[src/rtl/nnsa_pkg.sv]
`default_nettype none
// ----------------------------------------------------------------------------
// nnsa_pkg: shared types and constants
// Field widths, status codes, register indexes and the command and status
// bundles that pass between the controller and the datapath.
// ----------------------------------------------------------------------------
package nnsa_pkg;

   // Field widths
   localparam int COORD_W  = 12;
   localparam int DIM_W    = 13;
   localparam int BPP_W    = 6;
   localparam int PITCH_W  = 15;
   localparam int OFFSET_W = 26;
   localparam int STATUS_W = 2;
   localparam int CSR_IDX_W = 3;

   // Dividend is a coordinate times a size; the quotient has the same width.
   localparam int DIV_W      = COORD_W + DIM_W;
   localparam int DIV_STEPS  = DIV_W;
   localparam int DIV_CNT_W  = $clog2(DIV_STEPS + 1);

   // Result status codes
   localparam logic [STATUS_W-1:0] STATUS_OK       = 2'd0;
   localparam logic [STATUS_W-1:0] STATUS_MISMATCH = 2'd1;
   localparam logic [STATUS_W-1:0] STATUS_IDLE     = 2'd2;

   // Register indexes
   localparam logic [CSR_IDX_W-1:0] CSR_SRC_WIDTH  = 3'd0;
   localparam logic [CSR_IDX_W-1:0] CSR_SRC_HEIGHT = 3'd1;
   localparam logic [CSR_IDX_W-1:0] CSR_DST_WIDTH  = 3'd2;
   localparam logic [CSR_IDX_W-1:0] CSR_DST_HEIGHT = 3'd3;
   localparam logic [CSR_IDX_W-1:0] CSR_SRC_BPP    = 3'd4;
   localparam logic [CSR_IDX_W-1:0] CSR_DST_BPP    = 3'd5;
   localparam logic [CSR_IDX_W-1:0] CSR_SRC_LINE   = 3'd6;
   localparam logic [CSR_IDX_W-1:0] CSR_DST_LINE   = 3'd7;

   // Commands from the controller to the datapath
   typedef struct packed {
      logic                clear_pos;
      logic                div_x;
      logic                div_y;
      logic                save_sx;
      logic                save_sy;
      logic                mul;
      logic                sum;
      logic                load_rsp;
      logic [STATUS_W-1:0] status;
   } nnsa_cmd_type;

   // Status from the datapath to the controller
   typedef struct packed {
      logic div_done;
      logic bpp_equal;
      logic last_col;
      logic last_row;
   } nnsa_sts_type;

endpackage
`default_nettype wire

[src/rtl/nnsa_div.sv]
`default_nettype none
// ----------------------------------------------------------------------------
// nnsa_div: restoring divider
// Unsigned division of a coordinate-times-size product by an image size,
// one quotient bit per cycle. The quotient is valid while done is high.
// ----------------------------------------------------------------------------
module nnsa_div
   import nnsa_pkg::*;
(
   input  wire logic             clock,
   input  wire logic             reset,
   input  wire logic             start,
   input  wire logic [DIV_W-1:0] dividend,
   input  wire logic [DIM_W-1:0] divisor,
   output logic                  done,
   output logic [DIV_W-1:0]      quotient
);

   logic                 busy_ff, busy_in;
   logic                 done_ff, done_in;
   logic [DIV_CNT_W-1:0] count_ff, count_in;
   logic [DIV_W-1:0]     q_ff, q_in;
   logic [DIM_W-1:0]     rem_ff, rem_in;
   logic [DIM_W-1:0]     div_ff, div_in;
   logic [DIM_W:0]       trial;
   logic                 fits;

   // One restoring step: bring down the next dividend bit and subtract if it fits.
   always_comb begin
      trial    = {rem_ff, q_ff[DIV_W-1]};
      fits     = (trial >= {1'b0, div_ff});
      busy_in  = busy_ff;
      done_in  = 1'b0;
      count_in = count_ff;
      q_in     = q_ff;
      rem_in   = rem_ff;
      div_in   = div_ff;
      if (start) begin
         busy_in  = 1'b1;
         count_in = '0;
         q_in     = dividend;
         rem_in   = '0;
         div_in   = divisor;
      end else if (busy_ff) begin
         q_in     = {q_ff[DIV_W-2:0], fits};
         rem_in   = fits ? DIM_W'(trial - {1'b0, div_ff}) : trial[DIM_W-1:0];
         count_in = count_ff + DIV_CNT_W'(1);
         if (count_ff == DIV_CNT_W'(DIV_STEPS - 1)) begin
            busy_in = 1'b0;
            done_in = 1'b1;
         end
      end
   end

   // Control state is reset; the working registers are not.
   always_ff @(posedge clock) begin
      if (reset) begin
         busy_ff  <= 1'b0;
         done_ff  <= 1'b0;
         count_ff <= '0;
      end else begin
         busy_ff  <= busy_in;
         done_ff  <= done_in;
         count_ff <= count_in;
      end
   end

   always_ff @(posedge clock) begin
      q_ff   <= q_in;
      rem_ff <= rem_in;
      div_ff <= div_in;
   end

   assign done     = done_ff;
   assign quotient = q_ff;

   // A new division is never started while one is running.
   a_no_start_busy: assert property (@(posedge clock) disable iff (reset)
      start |-> !busy_ff)
      else $error("divider started while busy");

   // Done is a single-cycle pulse at the end of a division.
   a_done_pulse: assert property (@(posedge clock) disable iff (reset)
      done_ff |=> !done_ff)
      else $error("divider done held for more than one cycle");

endmodule
`default_nettype wire

[src/rtl/nnsa_dp.sv]
`default_nettype none
// ----------------------------------------------------------------------------
// nnsa_dp: scaling datapath
// Configuration registers, destination position counters, the shared divider,
// offset multipliers and the result register.
// ----------------------------------------------------------------------------
module nnsa_dp
   import nnsa_pkg::*;
#(
   parameter int MAX_DIM = 4096
) (
   input  wire logic                 clock,
   input  wire logic                 reset,
   input  wire logic                 csr_write,
   input  wire logic [CSR_IDX_W-1:0] csr_index,
   input  wire logic [PITCH_W-1:0]   csr_data,
   input  wire nnsa_cmd_type         cmd,
   output nnsa_sts_type              sts,
   output logic [COORD_W-1:0]        rsp_src_x,
   output logic [COORD_W-1:0]        rsp_src_y,
   output logic [COORD_W-1:0]        rsp_dst_x,
   output logic [COORD_W-1:0]        rsp_dst_y,
   output logic [OFFSET_W-1:0]       rsp_src_offset,
   output logic [OFFSET_W-1:0]       rsp_dst_offset,
   output logic                      rsp_row_end,
   output logic                      rsp_frame_end,
   output logic [STATUS_W-1:0]       rsp_status
);

   // Saturate a size register into 1..MAX_DIM.
   function automatic logic [DIM_W-1:0] clamp_dim(input logic [DIM_W-1:0] v);
      logic [DIM_W-1:0] r;
      r = v;
      if (v == '0) begin
         r = DIM_W'(1);
      end else if (32'(v) > MAX_DIM) begin
         r = DIM_W'(MAX_DIM);
      end
      return r;
   endfunction

   logic [DIM_W-1:0]   src_width_ff, src_height_ff, dst_width_ff, dst_height_ff;
   logic [BPP_W-1:0]   src_bpp_ff, dst_bpp_ff;
   logic [PITCH_W-1:0] src_line_ff, dst_line_ff;

   logic [COORD_W-1:0]  cur_x_ff, cur_x_in, cur_y_ff, cur_y_in;
   logic [DIV_W-1:0]    sx_ff, sy_ff;
   logic [OFFSET_W-1:0] p_src_row_ff, p_src_col_ff, p_dst_row_ff, p_dst_col_ff;
   logic [OFFSET_W-1:0] src_off_ff, dst_off_ff;
   logic [COORD_W-1:0]  x_ff, y_ff;
   logic                row_end_ff, frame_end_ff;

   logic [COORD_W-1:0]  rsp_src_x_ff, rsp_src_y_ff, rsp_dst_x_ff, rsp_dst_y_ff;
   logic [OFFSET_W-1:0] rsp_src_off_ff, rsp_dst_off_ff;
   logic                rsp_row_end_ff, rsp_frame_end_ff;
   logic [STATUS_W-1:0] rsp_status_ff;

   logic [DIM_W-1:0] sw, sh, dw, dh;
   logic [2:0]       pix_bytes;
   logic [DIM_W-1:0] x_next, y_next;
   logic             last_col, last_row;
   logic             div_start, div_done;
   logic [DIV_W-1:0] div_dividend, div_quotient;
   logic [DIM_W-1:0] div_divisor;

   // Configuration writes.
   always_ff @(posedge clock) begin
      if (reset) begin
         src_width_ff  <= DIM_W'(1);
         src_height_ff <= DIM_W'(1);
         dst_width_ff  <= DIM_W'(1);
         dst_height_ff <= DIM_W'(1);
         src_bpp_ff    <= BPP_W'(32);
         dst_bpp_ff    <= BPP_W'(32);
         src_line_ff   <= PITCH_W'(16384);
         dst_line_ff   <= PITCH_W'(16384);
      end else if (csr_write) begin
         case (csr_index)
            CSR_SRC_WIDTH:  src_width_ff  <= csr_data[DIM_W-1:0];
            CSR_SRC_HEIGHT: src_height_ff <= csr_data[DIM_W-1:0];
            CSR_DST_WIDTH:  dst_width_ff  <= csr_data[DIM_W-1:0];
            CSR_DST_HEIGHT: dst_height_ff <= csr_data[DIM_W-1:0];
            CSR_SRC_BPP:    src_bpp_ff    <= csr_data[BPP_W-1:0];
            CSR_DST_BPP:    dst_bpp_ff    <= csr_data[BPP_W-1:0];
            CSR_SRC_LINE:   src_line_ff   <= csr_data;
            CSR_DST_LINE:   dst_line_ff   <= csr_data;
            default: ;
         endcase
      end
   end

   // Effective sizes, pixel size and end-of-row and end-of-frame tests.
   always_comb begin
      sw        = clamp_dim(src_width_ff);
      sh        = clamp_dim(src_height_ff);
      dw        = clamp_dim(dst_width_ff);
      dh        = clamp_dim(dst_height_ff);
      pix_bytes = src_bpp_ff[BPP_W-1:3];
      x_next    = {1'b0, cur_x_ff} + DIM_W'(1);
      y_next    = {1'b0, cur_y_ff} + DIM_W'(1);
      last_col  = (x_next >= dw);
      last_row  = (y_next >= dh);
   end

   // The divider takes the product straight from the multiplier into its register.
   assign div_start    = cmd.div_x | cmd.div_y;
   assign div_dividend = cmd.div_y ? DIV_W'(cur_y_ff) * DIV_W'(sh)
                                   : DIV_W'(cur_x_ff) * DIV_W'(sw);
   assign div_divisor  = cmd.div_y ? dh : dw;

   nnsa_div u_div (
      .clock    (clock),
      .reset    (reset),
      .start    (div_start),
      .dividend (div_dividend),
      .divisor  (div_divisor),
      .done     (div_done),
      .quotient (div_quotient)
   );

   // Destination position: cleared at frame start, stepped in raster order.
   always_comb begin
      cur_x_in = cur_x_ff;
      cur_y_in = cur_y_ff;
      if (cmd.clear_pos) begin
         cur_x_in = '0;
         cur_y_in = '0;
      end else if (cmd.sum) begin
         if (last_col) begin
            cur_x_in = '0;
            cur_y_in = last_row ? '0 : y_next[COORD_W-1:0];
         end else begin
            cur_x_in = x_next[COORD_W-1:0];
         end
      end
   end

   always_ff @(posedge clock) begin
      if (reset) begin
         cur_x_ff <= '0;
         cur_y_ff <= '0;
      end else begin
         cur_x_ff <= cur_x_in;
         cur_y_ff <= cur_y_in;
      end
   end

   // Quotients, offset products and sums; offsets wrap at their width.
   always_ff @(posedge clock) begin
      if (cmd.save_sx) begin
         sx_ff <= div_quotient;
      end
      if (cmd.save_sy) begin
         sy_ff <= div_quotient;
      end
      if (cmd.mul) begin
         p_src_row_ff <= OFFSET_W'(sy_ff) * OFFSET_W'(src_line_ff);
         p_src_col_ff <= OFFSET_W'(sx_ff) * OFFSET_W'(pix_bytes);
         p_dst_row_ff <= OFFSET_W'(cur_y_ff) * OFFSET_W'(dst_line_ff);
         p_dst_col_ff <= OFFSET_W'(cur_x_ff) * OFFSET_W'(pix_bytes);
      end
      if (cmd.sum) begin
         src_off_ff   <= p_src_row_ff + p_src_col_ff;
         dst_off_ff   <= p_dst_row_ff + p_dst_col_ff;
         x_ff         <= cur_x_ff;
         y_ff         <= cur_y_ff;
         row_end_ff   <= last_col;
         frame_end_ff <= last_col & last_row;
      end
   end

   // Result register; error and idle results carry zero fields.
   always_ff @(posedge clock) begin
      if (cmd.load_rsp) begin
         rsp_status_ff <= cmd.status;
         if (cmd.status == STATUS_OK) begin
            rsp_src_x_ff     <= sx_ff[COORD_W-1:0];
            rsp_src_y_ff     <= sy_ff[COORD_W-1:0];
            rsp_dst_x_ff     <= x_ff;
            rsp_dst_y_ff     <= y_ff;
            rsp_src_off_ff   <= src_off_ff;
            rsp_dst_off_ff   <= dst_off_ff;
            rsp_row_end_ff   <= row_end_ff;
            rsp_frame_end_ff <= frame_end_ff;
         end else begin
            rsp_src_x_ff     <= '0;
            rsp_src_y_ff     <= '0;
            rsp_dst_x_ff     <= '0;
            rsp_dst_y_ff     <= '0;
            rsp_src_off_ff   <= '0;
            rsp_dst_off_ff   <= '0;
            rsp_row_end_ff   <= 1'b0;
            rsp_frame_end_ff <= 1'b0;
         end
      end
   end

   assign sts.div_done  = div_done;
   assign sts.bpp_equal = (src_bpp_ff == dst_bpp_ff);
   assign sts.last_col  = last_col;
   assign sts.last_row  = last_row;

   assign rsp_src_x      = rsp_src_x_ff;
   assign rsp_src_y      = rsp_src_y_ff;
   assign rsp_dst_x      = rsp_dst_x_ff;
   assign rsp_dst_y      = rsp_dst_y_ff;
   assign rsp_src_offset = rsp_src_off_ff;
   assign rsp_dst_offset = rsp_dst_off_ff;
   assign rsp_row_end    = rsp_row_end_ff;
   assign rsp_frame_end  = rsp_frame_end_ff;
   assign rsp_status     = rsp_status_ff;

endmodule
`default_nettype wire

[src/rtl/nnsa_ctrl.sv]
`default_nettype none
// ----------------------------------------------------------------------------
// nnsa_ctrl: sequencing controller
// Accepts one request at a time, tracks the open frame, steps the datapath
// through both divisions and the offset arithmetic, and owns result valid.
// ----------------------------------------------------------------------------
module nnsa_ctrl
   import nnsa_pkg::*;
(
   input  wire logic         clock,
   input  wire logic         reset,
   input  wire logic         req_valid,
   input  wire logic         req_start_req,
   output logic              req_ready,
   output logic              rsp_valid,
   input  wire logic         rsp_ready,
   input  wire nnsa_sts_type sts,
   output nnsa_cmd_type      cmd
);

   typedef enum logic [2:0] {
      ST_IDLE,
      ST_PROD_X,
      ST_DIV_X,
      ST_DIV_Y,
      ST_MUL,
      ST_SUM,
      ST_OUT
   } state_type;

   state_type           state_ff, state_in;
   logic                frame_active_ff, frame_active_in;
   logic [STATUS_W-1:0] status_ff, status_in;
   logic                rsp_valid_ff, rsp_valid_in;

   // Next state and datapath commands.
   always_comb begin
      state_in        = state_ff;
      frame_active_in = frame_active_ff;
      status_in       = status_ff;
      rsp_valid_in    = rsp_valid_ff & ~rsp_ready;
      cmd             = '0;
      cmd.status      = status_ff;
      case (state_ff)
         ST_IDLE: begin
            if (req_valid) begin
               if (req_start_req) begin
                  if (!sts.bpp_equal) begin
                     frame_active_in = 1'b0;
                     status_in       = STATUS_MISMATCH;
                     state_in        = ST_OUT;
                  end else begin
                     cmd.clear_pos   = 1'b1;
                     frame_active_in = 1'b1;
                     status_in       = STATUS_OK;
                     state_in        = ST_PROD_X;
                  end
               end else if (!frame_active_ff) begin
                  status_in = STATUS_IDLE;
                  state_in  = ST_OUT;
               end else begin
                  status_in = STATUS_OK;
                  state_in  = ST_PROD_X;
               end
            end
         end
         ST_PROD_X: begin
            cmd.div_x = 1'b1;
            state_in  = ST_DIV_X;
         end
         ST_DIV_X: begin
            if (sts.div_done) begin
               cmd.save_sx = 1'b1;
               cmd.div_y   = 1'b1;
               state_in    = ST_DIV_Y;
            end
         end
         ST_DIV_Y: begin
            if (sts.div_done) begin
               cmd.save_sy = 1'b1;
               state_in    = ST_MUL;
            end
         end
         ST_MUL: begin
            cmd.mul  = 1'b1;
            state_in = ST_SUM;
         end
         ST_SUM: begin
            cmd.sum = 1'b1;
            if (sts.last_col && sts.last_row) begin
               frame_active_in = 1'b0;
            end
            state_in = ST_OUT;
         end
         ST_OUT: begin
            if (!rsp_valid_ff || rsp_ready) begin
               cmd.load_rsp = 1'b1;
               rsp_valid_in = 1'b1;
               state_in     = ST_IDLE;
            end
         end
         default: begin
            state_in = ST_IDLE;
         end
      endcase
   end

   // State and registered outputs.
   always_ff @(posedge clock) begin
      if (reset) begin
         state_ff        <= ST_IDLE;
         frame_active_ff <= 1'b0;
         status_ff       <= STATUS_OK;
         rsp_valid_ff    <= 1'b0;
      end else begin
         state_ff        <= state_in;
         frame_active_ff <= frame_active_in;
         status_ff       <= status_in;
         rsp_valid_ff    <= rsp_valid_in;
      end
   end

   assign req_ready = (state_ff == ST_IDLE);
   assign rsp_valid = rsp_valid_ff;

   // The last pixel of a frame closes the frame.
   a_frame_close: assert property (@(posedge clock) disable iff (reset)
      (state_ff == ST_SUM && sts.last_col && sts.last_row) |=> !frame_active_ff)
      else $error("frame still open after its last pixel");

   // A finished result waits while the previous one has not been taken.
   a_out_wait: assert property (@(posedge clock) disable iff (reset)
      (state_ff == ST_OUT && rsp_valid_ff && !rsp_ready) |=> (state_ff == ST_OUT))
      else $error("result register overwritten before transfer");

   // A mismatch result never leaves a frame open.
   a_mismatch_closed: assert property (@(posedge clock) disable iff (reset)
      (state_ff == ST_OUT && status_ff == STATUS_MISMATCH) |-> !frame_active_ff)
      else $error("frame open after bpp mismatch");

endmodule
`default_nettype wire

[src/rtl/nearest_neighbor_scale_addr.sv]
`default_nettype none
// ----------------------------------------------------------------------------
// nearest_neighbor_scale_addr: nearest-neighbor scaling address generator
// Gives source and destination coordinates and byte offsets for each
// destination pixel of a scaled frame.
// ----------------------------------------------------------------------------
// Usage:
//   csr_*  : register writes, always ready; index 0..7 selects the sizes,
//            bits per pixel and row pitches. Write only while the block idles.
//   req_*  : one request per transfer. req_start_req = 1 opens a frame at
//            pixel zero, 0 advances to the next destination pixel.
//   rsp_*  : one result per request, held in an output register until the
//            transfer completes.
// Sequence: both coordinates of a pixel result go through one shared divider
//   that retires a quotient bit per cycle, 25 bits each; error and idle results
//   skip the divisions. Requests are taken one at a time, and a new request is
//   taken while the previous result still waits; the block stalls at the end
//   of its work if the receiver has not taken that result.
// Reset: registers return to sizes of 1, 32 bits per pixel and pitches of
//   16384 bytes; no frame is open and no result is pending.
// ----------------------------------------------------------------------------
module nearest_neighbor_scale_addr
   import nnsa_pkg::*;
#(
   parameter int MAX_DIM = 4096
) (
   input  wire logic                 clock,
   input  wire logic                 reset,
   input  wire logic                 csr_valid,
   output logic                      csr_ready,
   input  wire logic [CSR_IDX_W-1:0] csr_index,
   input  wire logic [PITCH_W-1:0]   csr_data,
   input  wire logic                 req_valid,
   output logic                      req_ready,
   input  wire logic                 req_start_req,
   output logic                      rsp_valid,
   input  wire logic                 rsp_ready,
   output logic [COORD_W-1:0]        rsp_src_x,
   output logic [COORD_W-1:0]        rsp_src_y,
   output logic [COORD_W-1:0]        rsp_dst_x,
   output logic [COORD_W-1:0]        rsp_dst_y,
   output logic [OFFSET_W-1:0]       rsp_src_offset,
   output logic [OFFSET_W-1:0]       rsp_dst_offset,
   output logic                      rsp_row_end,
   output logic                      rsp_frame_end,
   output logic [STATUS_W-1:0]       rsp_status
);

   nnsa_cmd_type cmd;
   nnsa_sts_type sts;

   // Register writes never stall.
   assign csr_ready = 1'b1;

   nnsa_ctrl u_ctrl (
      .clock         (clock),
      .reset         (reset),
      .req_valid     (req_valid),
      .req_start_req (req_start_req),
      .req_ready     (req_ready),
      .rsp_valid     (rsp_valid),
      .rsp_ready     (rsp_ready),
      .sts           (sts),
      .cmd           (cmd)
   );

   nnsa_dp #(
      .MAX_DIM (MAX_DIM)
   ) u_dp (
      .clock          (clock),
      .reset          (reset),
      .csr_write      (csr_valid & csr_ready),
      .csr_index      (csr_index),
      .csr_data       (csr_data),
      .cmd            (cmd),
      .sts            (sts),
      .rsp_src_x      (rsp_src_x),
      .rsp_src_y      (rsp_src_y),
      .rsp_dst_x      (rsp_dst_x),
      .rsp_dst_y      (rsp_dst_y),
      .rsp_src_offset (rsp_src_offset),
      .rsp_dst_offset (rsp_dst_offset),
      .rsp_row_end    (rsp_row_end),
      .rsp_frame_end  (rsp_frame_end),
      .rsp_status     (rsp_status)
   );

endmodule
`default_nettype wire
[config.mk]
export PLATFORM = sky130hd
export DESIGN_NAME = nearest_neighbor_scale_addr
export DESIGN_NICKNAME = d
export VERILOG_FILES = /design/src/rtl/nnsa_pkg.sv /design/src/rtl/nnsa_div.sv /design/src/rtl/nnsa_dp.sv /design/src/rtl/nnsa_ctrl.sv /design/src/rtl/nearest_neighbor_scale_addr.sv
export SDC_FILE = /design/constraint.sdc
export NUM_CORES = 2
export LEC_CHECK = 0
export ABC_AREA = 1
export BUFFER_PORTS_ARGS = -buffer_cell sky130_fd_sc_hd__buf_2
export CORE_MARGIN = 4
export CORE_UTILIZATION = 40
export CTS_CLUSTER_SIZE = 14
export DETAILED_ROUTE_END_ITERATION = 8
export PLACE_DENSITY = 0.53
export SKIP_LAST_GASP = 1
export SYNTH_ARGS = -nofsm -noshare
export SYNTH_HDL_FRONTEND = slang
export SYNTH_SLANG_ARGS = --single-unit
[constraint.sdc]
create_clock -name clock -period 6.61 [get_ports clock]
set_input_delay 0.3305 -clock clock [delete_from_list [all_inputs] [get_ports clock]]
set_output_delay 0.3305 -clock clock [all_outputs]
set_load 0.005 [all_outputs]
Word-level counts from Yosys, hierarchy flattened
Index checks and enable logic that the tools add are counted.

storage, ports and cells
  bits in read-only memories = 0
  memories = 0
  bits in latches = 0
  input bits = 24
  RAM bits = 0
  logic and storage cells = 162
  output and inout bits = 107
  register bits = 508

operators by class
  equal/unequal tests = 21
  multipliers = 6
  reduce and logical (&&, ||, !) cells = 27
  muxes and demuxes = 49
  magnitude comparators = 7
  div/mod/pow operators = 0
  bitwise logic cells = 5
  shifts and indexed selects = 0
  add/sub/neg operators = 6

operators by type and width
  operator                 number
  $mux W13                 10
  $mux W25                 3
  $gt A13 B13 Y1 const B   4
  $logic_not A13 Y1        4
  $mul A12 B13 Y25         2
  $add A12 B1 Y13 const B  2
  $add A26 B15 Y26         1
  $add A26 B26 Y26         1
  $ge A13 B13 Y1           2
  $mul A12 B15 Y26         1
  $mul A25 B15 Y26         1
  $mul A25 B3 Y26          1
  $mux W12                 2
  $eq A3 B3 Y1 const B     7
  $mux W1                  21
  $mux W3                  7
  $pmux W3 S7              1
  $reduce_and A2 Y1        10
  $mul A12 B3 Y15          1
  $ge A14 B13 Y1           1
  $sub A13 B13 Y13         1
  $eq A3 B2 Y1 const B     4
  $ne A2 B1 Y1 const B     5
  $mux W2                  4
  other kinds (18)         25

Longest topological paths before layout
  depth in word-level cells = 7
  gate-level depth with buffers = 32
  depth with buffers taken out = 32

Cells and area by module
A second synthesis with hierarchy kept.

second synthesis, totals
  cells, all modules = 6146
  area, all modules = 50669.8 sq um

by module, submodules not included
  module                       cells an instance  instances  sequential area each (sq um)  area an instance (sq um)
  nnsa_dp                      5635               1          12121.6                       46877.5
  nnsa_div                     422                1          1541.5                        3261.9
  nnsa_ctrl                    87                 1          140.1                         519.2
  nearest_neighbor_scale_addr  2                  1          0.0                           11.3

Worst setup path before layout
Ideal clock, no wire load.

  kind = register to register
  start = register u_ctrl.state_ff[2]
  end = register u_dp.rsp_dst_off_ff[0] (netlist: u_dp.rsp_dst_offset[0]), enable pin
  path buffers = 0
  data arrival time = 5060 ps
  stages on the path, launching flop included = 5
  setup time = 567 ps
  path slack = 982 ps
  period minus slack after synthesis = 5628 ps
  data required time = 6043 ps
  cell sequence = dfxtp_1 inv_1 nor3_1 inv_1 nor2_1

RTL lines
  element                 line              RTL
  from (decl)             nnsa_ctrl.sv:31   state_type state_ff, state_in;
  from (signal assigned)  nnsa_ctrl.sv:116  state_ff <= state_in;
  to (signal assigned)    nnsa_dp.sv:182    rsp_dst_off_ff <= dst_off_ff;
  to (decl)               nnsa_dp.sv:54     logic [OFFSET_W-1:0] rsp_src_off_ff, rsp_dst_off_ff;

Worst setup path in the final report
  start = register u_dp.src_width_ff[5]
  end = register u_dp.u_div.q_ff[14] (netlist: u_dp.u_div.quotient[14]), data pin

on the way
  longest elaborated chain between the ends = 6
  elaborated cells between the ends (all ways) = 7
  classes of those cells = mul (1); order compare (1); mux (4); reduce/logical (1)

ends and longest elaborated chain
  element                  line            RTL
  from (decl)              nnsa_dp.sv:42   logic [DIM_W-1:0] src_width_ff, src_height_ff, dst_width_ff, dst_height_ff;
  from (signal assigned)   nnsa_dp.sv:79   CSR_SRC_WIDTH: src_width_ff <= csr_data[DIM_W-1:0];
  $gt A13 B13 Y1           nnsa_dp.sv:36   end else if (32'(v) > MAX_DIM) begin
  $mux W13                 nnsa_dp.sv:36
  $mux W13 *               nnsa_dp.sv:34   if (v == '0) begin
  $mul A12 B13 Y25 *       nnsa_dp.sv:108  : DIV_W'(cur_x_ff) * DIV_W'(sw);
  $mux W25 *               nnsa_dp.sv:107  assign div_dividend = cmd.div_y ? DIV_W'(cur_y_ff) * DIV_W'(sh)
  $mux W25 *               nnsa_div.sv:38  if (start) begin
  net u_dp.u_div.q_in[14]  nnsa_div.sv:22  logic [DIV_W-1:0] q_ff, q_in;
  to (signal assigned)     nnsa_div.sv:69  q_ff <= q_in;
  to (decl)                nnsa_div.sv:22

The timed path passes the listed nets; every way through them passes the cells marked *.
A chain may end at the register's enable or synchronous reset.

==> results.md <==
- EDFF count, synth: 363
- Number of DRC markers after the initial detailed-route iteration: 2461
- Clock network latency to the later pin of the worst-skew pair: 0.69 ns
- Largest area contributor in the synthesized netlist: sky130_fd_sc_hd__fa_1
- Layout fillers: 12555
- Share of power burned in combinational logic: 0.281
- Port buffer count: 129
- Final Max Tran Viols: 0
- Max Cap Viol: 0
- Die span in x: 361.6 um
- Die area: 130800 um2
- Layout-stage area growth over the synthesis result: 8.744%
- CP Class: reg2reg
- Peak supply drop: 0.2084 mV
- Core area: 124000 um2
- End of the worst register-to-register path: u_dp.u_div.quotient[14]
- Number of buffers inserted during clock tree synthesis: 60
- Post-detail-place hpwl: 110900 um
- Max-slew headroom: 0.3310
- Final layout net count: 7024
- Slowest-stage cell, CP: sky130_fd_sc_hd__fa_1
- Setup repair after global routing missed its margin: false
- HP Start: rsp_ready
- Post-detailed-route count of antenna-violating nets: 0
- R2R cell count: 26
- Fraction of the cycle the final worst path needs: 0.9377
- Achievable clock frequency: 0.1613 GHz
- Endpoints failing setup: 0
- Average via count per standard cell: 4.995
- Largest net degree at the start of global routing: 80
- Number of clock sinks seen by CTS: 508
- TritonCTS clock tree: built
- Clock tree skew after final layout: 0.06726 ns
- Pin slew with the least headroom to its limit: 1.004 ns
- Die Y-Extent: 361.6 um
- Fin. Hold Viols: 0
- Multi-input combinational cell area: 30450 um2
- Synth top area share: 0.2393
- Cell family with most CP delay: adder cells
- Pleak: 27.27 nW
- Worst-case setup slack after placement: 0.3919 ns
- Most common cell in the synthesized netlist: sky130_fd_sc_hd__nand2_1
- Hold Path Cell Cnt: 4
- FF+latch area: 13800 um2
- Reg2Reg Launch Point: u_dp.src_width_ff[5]
- YS warnings: 0
- Combined buffer and inverter count along the critical path: 6
- Required time reported for the critical path endpoint: 7.03 ns
- # rows: 129
- Final critical delay including setup and external delays: 6.198 ns
- Initial standard-cell utilization of the core: 0.4036
- Critical Path AT: 6.62 ns
- Critical Path End Type: register
- Category of the worst setup path launch point: register
- Peak fanout along the critical path: 7
- Maximum buffer depth of the clock tree: 3
- PD cells: 202.9 nW/um2
- Flops & latches, synth: 508
- Total wire length after detailed routing: 139500 um
- Top cells by count, synth: sky130_fd_sc_hd__nand2_1 (1395), sky130_fd_sc_hd__inv_1 (1269), sky130_fd_sc_hd__fa_1 (598)
- Final sum of negative setup slack: 0 ns
- Number of DRC violations after detailed routing: 0
- Clock Tree Root: sky130_fd_sc_hd__clkbuf_16
- Post-synth cell types: 61
- Share of layout cells above drive strength 1: 0.05991
- Number of levels the H-tree was split into: 2
- Number of global-route vias before repair: 39670
- Min-delay worst type: in2reg
- Post-synthesis cell count: 5986
- Power share of the clock group: 0.304
- Leading cell types by total area after synthesis: sky130_fd_sc_hd__fa_1 (24%), sky130_fd_sc_hd__edfxtp_1 (22%), sky130_fd_sc_hd__nand2_1 (10%)
- Overflow left after global routing: 0
- Cell area after synthesis: 50030 um2
- Antenna violations before repair: 9
- Number of search-and-repair iterations in the first detailed-routing pass: 5
- Clock transition time at the flip-flop clock pins of the worst setup and hold paths: 0.07 ns
- Leading register cell type out of synthesis: sky130_fd_sc_hd__edfxtp_1
- Reg power frac: 0.415
- Via Count: 38624
- Internal Pwr Total: 7.085 mW
- Top Ports: 131
- DR WL/cell: 18.04 um
- Overall Global Routing Usage: 0.2162
- Global-route wire length before repair: 222900 um
- Proportion of total power due to net switching: 0.3580
- Register area share after synthesis: 0.2759
- Post-synthesis net count: 6970
- Worst reg-to-reg setup slack: 0.41 ns
- Final setup margin: 0.4121 ns
- Result of the run: finished clean
- Routability cong.: 0.9037
- Synthesized area divided by synthesized cell count: 8.357 um2
- Sink of the worst hold path: u_ctrl.rsp_valid
- Worst path max stage delay: 0.50 ns
- Switching power: 3.951 mW
- Proportion of synthesized flip-flops having asynchronous set or reset: 0
==> per-layer routing <==
layer | vias up | GRT usage | wire [um]
li1 | 18483 | - | -
met3 | 167 | 0.02226 | 6216
met4 | 0 | 0.05376 | 3436
met2 | 872 | 0.3790 | 68650
met1 | 19102 | 0.2879 | 61240
met5 | - | 0 | 0
==> area by class of cell <==
class                   count  area share
repair buffers            206     0.02291
diodes                      4   0.0001840
flip-flops and latches    508      0.2537
inverters                1297     0.08968
clock inverters            34    0.007015
clock buffers              80     0.02916
well taps                1637     0.03765
multi-input cells        3967      0.5597
==> per-stage QoR <==
| step | total power, mW | hold WS [ns] | utilization | instance area, um2 | std cells |
|---|---|---|---|---|---|
| after detailed placement | 7.766 | 0.4620 | 0.4225 | 52380 | 7611 |
| after CTS | 11.18 | 0.05362 | 0.4387 | 54380 | 7729 |
| after global placement | 7.750 | 0.4578 | 0.4225 | 52380 | 7611 |
| after floorplan | 6.621 | 0.3996 | - | 50030 | 5986 |
| after global routing | 11.71 | 0.08454 | 0.4388 | 54390 | 7730 |
| final | 11.04 | 0.08602 | 0.4389 | 54400 | 7733 |
==> placed cells by master, fill, tap and decap left out, types with 8 or more instances in the layout <==
| cell | Yosys | layout |
|---|---|---|
| sky130_fd_sc_hd__nor3_1 | 41 | 40 |
| sky130_fd_sc_hd__a21oi_1 | 255 | 255 |
| sky130_fd_sc_hd__buf_4 | 15 | 72 |
| sky130_fd_sc_hd__clkbuf_16 | 0 | 60 |
| sky130_fd_sc_hd__clkbuf_1 | 147 | 19 |
| sky130_fd_sc_hd__inv_2 | 17 | 19 |
| sky130_fd_sc_hd__a21o_1 | 18 | 18 |
| sky130_fd_sc_hd__nor2_1 | 522 | 519 |
| sky130_fd_sc_hd__edfxtp_1 | 363 | 363 |
| sky130_fd_sc_hd__clkinv_1 | 8 | 14 |
| sky130_fd_sc_hd__buf_2 | 26 | 129 |
| sky130_fd_sc_hd__o21bai_1 | 14 | 14 |
| sky130_fd_sc_hd__inv_1 | 1269 | 1267 |
| sky130_fd_sc_hd__xnor2_1 | 52 | 52 |
| sky130_fd_sc_hd__o21ai_1 | 17 | 17 |
| sky130_fd_sc_hd__nor2_2 | 7 | 8 |
| sky130_fd_sc_hd__o21ai_0 | 218 | 218 |
| sky130_fd_sc_hd__nand3b_1 | 9 | 9 |
| sky130_fd_sc_hd__nor4_1 | 17 | 17 |
| sky130_fd_sc_hd__ha_1 | 362 | 362 |
| sky130_fd_sc_hd__a31oi_1 | 11 | 11 |
| sky130_fd_sc_hd__nand2_1 | 1395 | 1395 |
| sky130_fd_sc_hd__nand4_1 | 51 | 51 |
| sky130_fd_sc_hd__o211ai_1 | 17 | 17 |
| sky130_fd_sc_hd__xor2_1 | 121 | 121 |
| sky130_fd_sc_hd__fa_1 | 598 | 598 |
| sky130_fd_sc_hd__nand3_1 | 162 | 162 |
| sky130_fd_sc_hd__dfxtp_1 | 145 | 145 |
==> power groups by stage <==
| stage | logic (mW) | clock network (mW) | registers, mW |
|---|---|---|---|
| 5_1_grt | 3.51 | 3.60 | 4.60 |
| 2_1_floorplan | 2.23 | 0 | 4.39 |
| 3_5_place_dp | 3.11 | 0 | 4.65 |
| 3_3_place_gp | 3.10 | 0 | 4.65 |
| 4_1_cts | 3.14 | 3.46 | 4.59 |
| 6_report | 3.10 | 3.36 | 4.58 |
==> what timing repair did <==
| action | 4_1_cts | 5_1_grt |
|---|---|---|
| hold endpoints to repair | 9 | 0 |
| setup buffers | 0 | 0 |
| hold buffers | 4 | 0 |
| setup endpoints to repair | 0 | 1 |
| gates resized for setup | 0 | 2 |
==> registers in the layout, indices dropped and copies added, names as in the netlist, 13 cells and up <==
register             cells
u_dp.src_line_ff        15
u_dp.sx_ff              25
u_dp.src_off_ff         26
u_dp.p_dst_row_ff       26
u_dp.u_div.div_ff       13
u_dp.p_src_col_ff       26
u_dp.dst_off_ff         26
u_dp.dst_line_ff        15
u_dp.dst_width_ff       13
u_dp.sy_ff              25
u_dp.rsp_dst_offset     26
u_dp.p_dst_col_ff       15
u_dp.p_src_row_ff       26
u_dp.src_width_ff       13
u_dp.rsp_src_offset     26
u_dp.src_height_ff      13
u_dp.u_div.rem_ff       13
u_dp.dst_height_ff      13
u_dp.u_div.quotient     25
==> kinds of logic (layout without fill, tap and decap cells) <==
logic type	count (synthesis)	count (layout)	synth area share
simple gates	2236	2236	0.1821
fa+ha+maj	960	960	0.3298
compound gates	597	597	0.06575
other cells	1	5	0.00007496
flops	508	508	0.2759
buf+inv	1511	1617	0.1160
xor+xnor	173	173	0.03029
==> tightest hold or removal path: cells and delay by family <==
kind            cells  cell delay (ns)
compound gates      1             0.08
buf+inv             2             0.16
simple gates        1             0.08
==> worst max path at each step <==
| stage | from | endpoint | slack (ns) | cells past startpoint |
|---|---|---|---|---|
| 4_1_cts | u_dp.src_width_ff[5] | u_dp.u_div.quotient[23] | 0.36 | 28 |
| 5_1_grt | u_dp.src_height_ff[4] | u_dp.u_div.quotient[18] | 0.002 | 25 |
| 2_1_floorplan | u_ctrl.state_ff[2] | u_dp.rsp_dst_offset[0] | 0.98 | 4 |
| 6_report | u_dp.src_width_ff[5] | u_dp.u_div.quotient[14] | 0.41 | 26 |
| 3_3_place_gp | u_dp.src_width_ff[5] | u_dp.u_div.quotient[23] | 0.32 | 28 |
| 3_5_place_dp | u_dp.src_width_ff[5] | u_dp.u_div.quotient[23] | 0.39 | 28 |
(Power assumes the default switching activity.)
